### src/pfba_pkg.sv
// Shared types and constants for the page frame bitmap allocator.
// No dependencies; other files refer to it by scoped names or import it.
`default_nettype none

package pfba_pkg;

    localparam int NUM_WORDS_DEF  = 512;
    localparam int NUM_FRAMES_DEF = 16384;

    localparam int FRAME_W  = 14;
    localparam int STATUS_W = 2;
    localparam int COUNT_W  = 15;
    localparam int CMD_W    = 2;
    localparam int WORD_W   = 32;
    localparam int BIT_W    = 5;

    typedef enum logic [CMD_W-1:0] {
        CMD_ALLOC   = 2'd0,
        CMD_FREE    = 2'd1,
        CMD_RESERVE = 2'd2
    } t_cmd;

    typedef enum logic [STATUS_W-1:0] {
        STAT_OK           = 2'd0,
        STAT_EXHAUSTED    = 2'd1,
        STAT_DOUBLE_FREE  = 2'd2,
        STAT_RESERVE_USED = 2'd3
    } t_status;

    typedef enum logic [1:0] {
        S_CLEAR = 2'd0,
        S_IDLE  = 2'd1,
        S_EVAL  = 2'd2
    } t_state;

    // Per-word findings handed from the word evaluator to the sequencer.
    typedef struct packed {
        logic              has_clear;
        logic [BIT_W-1:0]  low_bit;
        logic              bit_used;
        logic [WORD_W-1:0] word_low_set;
        logic [WORD_W-1:0] word_bit_set;
        logic [WORD_W-1:0] word_bit_clr;
    } t_word_eval;

endpackage

`default_nettype wire

### src/pfba_word_eval.sv
// Combinational evaluation of one bitmap word: lowest clear bit and the
// set/clear variants of the word. Depends on pfba_pkg.
`default_nettype none

module pfba_word_eval (
    input  wire logic [pfba_pkg::WORD_W-1:0] i_word,
    input  wire logic [pfba_pkg::BIT_W-1:0]  i_bit,
    output pfba_pkg::t_word_eval             o_eval
);

    logic [pfba_pkg::WORD_W-1:0] w_clear;
    logic [pfba_pkg::BIT_W-1:0]  w_low;
    logic [pfba_pkg::WORD_W-1:0] w_low_mask;
    logic [pfba_pkg::WORD_W-1:0] w_bit_mask;

    assign w_clear = ~i_word;

    // Priority encode: scan from the top so the lowest clear bit wins.
    always_comb begin
        w_low = '0;
        for (int b = pfba_pkg::WORD_W - 1; b >= 0; b--) begin
            if (w_clear[b]) begin
                w_low = pfba_pkg::BIT_W'(b);
            end
        end
    end

    assign w_low_mask = pfba_pkg::WORD_W'(1) << w_low;
    assign w_bit_mask = pfba_pkg::WORD_W'(1) << i_bit;

    always_comb begin
        o_eval.has_clear    = |w_clear;
        o_eval.low_bit      = w_low;
        o_eval.bit_used     = i_word[i_bit];
        o_eval.word_low_set = i_word | w_low_mask;
        o_eval.word_bit_set = i_word | w_bit_mask;
        o_eval.word_bit_clr = i_word & ~w_bit_mask;
    end

endmodule

`default_nettype wire

### config.mk
export PLATFORM = sky130hd
export DESIGN_NAME = pfba_word_eval
export DESIGN_NICKNAME = d
export VERILOG_FILES = /design/src/pfba_pkg.sv /design/src/pfba_word_eval.sv
export SDC_FILE = /design/constraint.sdc
export NUM_CORES = 1
export LEC_CHECK = 0
export BUFFER_PORTS_ARGS = -buffer_cell sky130_fd_sc_hd__buf_2
export CAP_MARGIN = 30
export CORE_ASPECT_RATIO = 1.5
export CORE_MARGIN = 8
export CORE_UTILIZATION = 42
export DETAILED_ROUTE_END_ITERATION = 10
export GPL_TIMING_DRIVEN = 0
export MAX_ROUTING_LAYER = met4
export PLACE_DENSITY = 0.89
export RECOVER_POWER = 100
export SYNTH_ARGS = -nofsm -noshare
export SYNTH_HDL_FRONTEND = slang
export SYNTH_SLANG_ARGS = --single-unit
### constraint.sdc
create_clock -name vclk -period 2.6
set_input_delay 0.26 -clock vclk [all_inputs]
set_output_delay 0.26 -clock vclk [all_outputs]
set_load 0.1 [all_outputs]
=== Word-level counts from Yosys, hierarchy flattened ===
Index checks and enable logic that the tools add are counted.

* Add/subtract/negate cells: 0
* Multipliers: 0
* Divide/modulo/power cells: 0
* $lt $le $gt $ge: 1
* Equality and inequality tests: 0
* Shifts and indexed selects: 2
* Mux-type cells: 34
* Bitwise operators: 5
* Reductions and logical operators: 1

{| class="wikitable"
|+ Operator list
! kind !! number
|-
| 5-bit 2-to-1 mux || 32
|-
| 32-bit NOT || 2
|-
| 32-bit bitwise OR || 2
|-
| 1-bit by 5-bit left shift with 32-bit output (first input constant) || 2
|-
| 32-bit bitwise AND || 1
|-
| 32-bit OR reduction || 1
|-
| 5-bit by 6-bit < comparator with 1-bit output (second input constant) || 1
|-
| 1-bit binary-select mux with 5-bit select || 1
|-
| 1-bit 2-to-1 mux || 1
|}

* Register bits after elaboration: 0
* Bits in latches: 0
* Bits in writable memories: 0
* Bits in read-only memories: 0
* Bits of input ports: 37
* Output and inout bits: 103
* Word-level logic and storage cells: 43
* Memories kept: 0

=== Longest topological paths before layout ===
* Word-level depth: 35
* Gate-level depth with buffers: 8
* Mapped depth without buffers: 7

=== Worst setup path after synthesis ===
No wires, ideal clock.

* Path kind: input to output
* Start point: in i_word[16] (netlist name)
* End point: out o_eval[69] (netlist name)
* Arrival: 3.703 ns
* Data required time: 2.340 ns
* Setup slack: -1.363 ns
* Stages on the path: 8
* Buffers on the path: 1
* Cell sequence: buf_2 nand4_1 a21oi_1 a21oi_1 or2_4 inv_4 nand2_1 o31ai_1

{| class="wikitable"
|+ RTL lines
! item !! RTL line !! text
|-
| start, declared || pfba_word_eval.sv:6 || <nowiki>input wire logic [pfba_pkg::WORD_W-1:0] i_word,</nowiki>
|-
| end, declared || pfba_word_eval.sv:8 || <nowiki>output pfba_pkg::t_word_eval o_eval</nowiki>
|}

==> results by group <==
Timing
  – Worst-Margin Slew: 1.172 ns
  – Max transition margin: around 22%
  – Max Slew Vio Count: 0
  – Final Setup Violations: 0
  – Period utilization: approximately 98%
  – Worst setup margin: between 0.04 and 0.05 ns
  – Fmax: between 300 and 400 MHz
  – Hold_ws: around 1.0 ns
  – Final hold vios: 0
  – Min cycle time layout: roughly 2.6 ns
  – RSZ-0062 raised after global routing: yes
  – Setup TNS: 0 ns

Finish
  – Filler Cells Inserted: 357
  – Multi-input logic area: 1779 um^2
  – Final nets: 441
  – Layout cells sized above 1: just over 50%
  – # diodes: 0
  – Commonest non-fill, non-tap cell in the layout: buf_2
  – Flip-flop and latch area: 0 um^2
  – Non-filler cells in the finished layout: 447
  – Most frequent cells in the layout: buf_2 (95), nand2_1 (37), nor2_1 (24)
  – Seq Cell Count: 0
  – Clk_buf instances: 0
  – Area Overhead vs Synth: 59.75%

Detailed routing
  – Metal2 WL: between 4000 and 5000 um
  – Vias per cell: roughly 6.1
  – First-pass DRT Iterations: 5
  – Via count: 2733
  – Wirelength per Cell: 19.57 um
  – Initial drt markers: around 220
  – Antenna-violating nets left: 0
  – DRC viols: 0
  – Met1 WL: 2962 um
  – Top layer in use: met4
  – Total Wirelength: 8750 um
  – Met3 wire length: 727 um

Yosys
  – Post-Synth Adder-Cell Area: 0%
  – Synth Instances: ~270
  – Seq/Total Area, Yosys: 0%
  – Average size of a mapped cell: roughly 6.5 um^2
  – Largest area contributor in the netlist: mux4_2
  – Synth Area in Compound Gates: 28.09%
  – Xor/xnor share of the synthesized area: 0%
  – Synthesized area: approximately 1700 um^2
  – Synth area leaders: mux4_2 (13%), nand2_1 (8.3%), nand2b_1 (6.9%)
  – Multiplexer area fraction after synthesis: roughly 14%
  – Simple-gate share of the synthesized area: 51.60%
  – Syn Nets: between 300 and 400
  – Post-synth cell types: 47
  – Syn. warnings: 0
  – Largest family of logic cells by synthesized area: simple AND/OR/NAND/NOR gates
  – Share of the synthesized area in the top cell type: roughly an eighth

Worst setup path
  – Critical setup path kind: in -> out
  – Req. time, crit path: around 2.3 ns
  – Critical path's top delay family: compound AO/OA/AOI/OAI gates
  – Crit-path cells: buf_2, nand2_1, a31o_2, o21ai_0, a21oi_4, a211oi_2, a21o_1, buf_2
  – Critical-path top delay cell: a211oi_2
  – Crit end category: output pin
  – Critical path fanouts, max: 9
  – Buf/Inv on CP: 2
  – Arrival time at the worst endpoint: between 2 and 2.5 ns
  – CP max stage delay: 0.41 ns
  – Most used cell along the critical path: buf_2
  – Worst Setup Start Kind: primary input

Run
  – Max_cap viols: 0

Power and ir drop
  – Maximum VDD drop: about 350 uV
  – Leakage power: 1.311 nW
  – Pwr/cell area: about 400 nW/um^2

Placement
  – Cell count after placement: 446
  – HPWL Detailed: a little over 7000 um
  – Gp weighted congestion: 0.9140
  – Post-Place Setup Slack: -0.2120 ns
  – Buffers on Ports: around 140

Floorplan
  – Die Span Y: between 90 and 100 um
  – Die width: between 60 and 70 um
  – Number of cell rows: 28
  – Die footprint: 6438 um^2
  – Starting density of the core: between 40% and 50%
  – I/O pins: 140
  – Core Area: 3924 um^2

Outcome
  – Status: complete, no violations

Worst hold path
  – Worst min path class: in -> out

Global routing
  – Vias in the first global route: approximately 2700
  – Global-route wire length before repair: 13160 um
  – Grt total ovfl: 0
  – Maximum number of pins on one net before global-route repair: 11
  – Total track usage: 26.10%
  – Initial antenna violation count: 0

Clocking
  – Cts hold-fix bufs: 0
==> kinds of logic (layout without fill, tap and decap cells) <==
| family | Yosys count | after routing |
|---|---|---|
| AO/OA/AOI/OAI | 67 | 67 |
| buffers and inverters | 25 | 161 |
| multiplexers | 11 | 11 |
| other | 1 | 1 |
| AND/OR/NAND/NOR | 162 | 162 |
==> report_power, final <==
| part | switching (mW) | total [mW] | leakage [nW] | internal, mW |
|---|---|---|---|---|
| registers | 0 | 0 | 0 | 0 |
| logic | 0.896 | 1.10 | 1.31 | 0.204 |
| clock network | 0 | 0 | 0 | 0 |
==> tightest hold or removal path: stages <==
cell	delay [ns]
buf_2	0.15
a21o_1	0.17
buf_6	0.18
==> through the flow <==
step	utilization, %	cell area, um^2	total power, mW
floorplan	-	1849	0.8774
global placement	65.78	2581	1.059
detailed placement	65.78	2581	1.066
CTS	67.67	2655	1.082
global route	69.99	2746	1.133
finish	69.99	2746	1.100
==> per-layer routing <==
layer / GRT usage, % / up-vias
li1: - / 1237
met4: 11.15 / 0
met5: - / -
met3: 0.8304 / 42
met2: 46.19 / 192
met1: 29.20 / 1262
==> cells in the mapped netlist (all sizes together), types with 2 or more instances <==
master / n
a211oi: 3
a21o: 12
a21oi: 11
a31o: 7
a31oi: 5
and2: 17
and4: 2
buf: 6
clkbuf: 5
inv: 14
mux4: 10
nand2: 38
nand2b: 19
nand3: 10
nand3b: 3
nand4: 9
nor2: 24
nor2b: 12
nor3: 4
nor3b: 3
o21ai: 9
o21bai: 6
o31ai: 7
or2: 14
==> what timing repair did <==
action | CTS | global route
buffers inserted | 0 | 1
endpoints found under the setup margin | 27 | 34
pin swaps | 0 | 1
gates resized for setup | 25 | 25
==> final timing paths <==
check,to,slack (ns),startpoint,depth (start not counted)
worst max-delay path,o_eval[95],0.04,i_word[24],8
worst min-delay path,o_eval[82],1.03,i_word[18],3
==> cell type report <==
type                       instances  area share [%]
multi-input combinational        241           64.78
timing repair buffer             136           28.93
buffer                            11           2.141
inverter                          14           2.096
tap                               45           2.050
No activity file was read; power rests on OpenSTA's default activity.
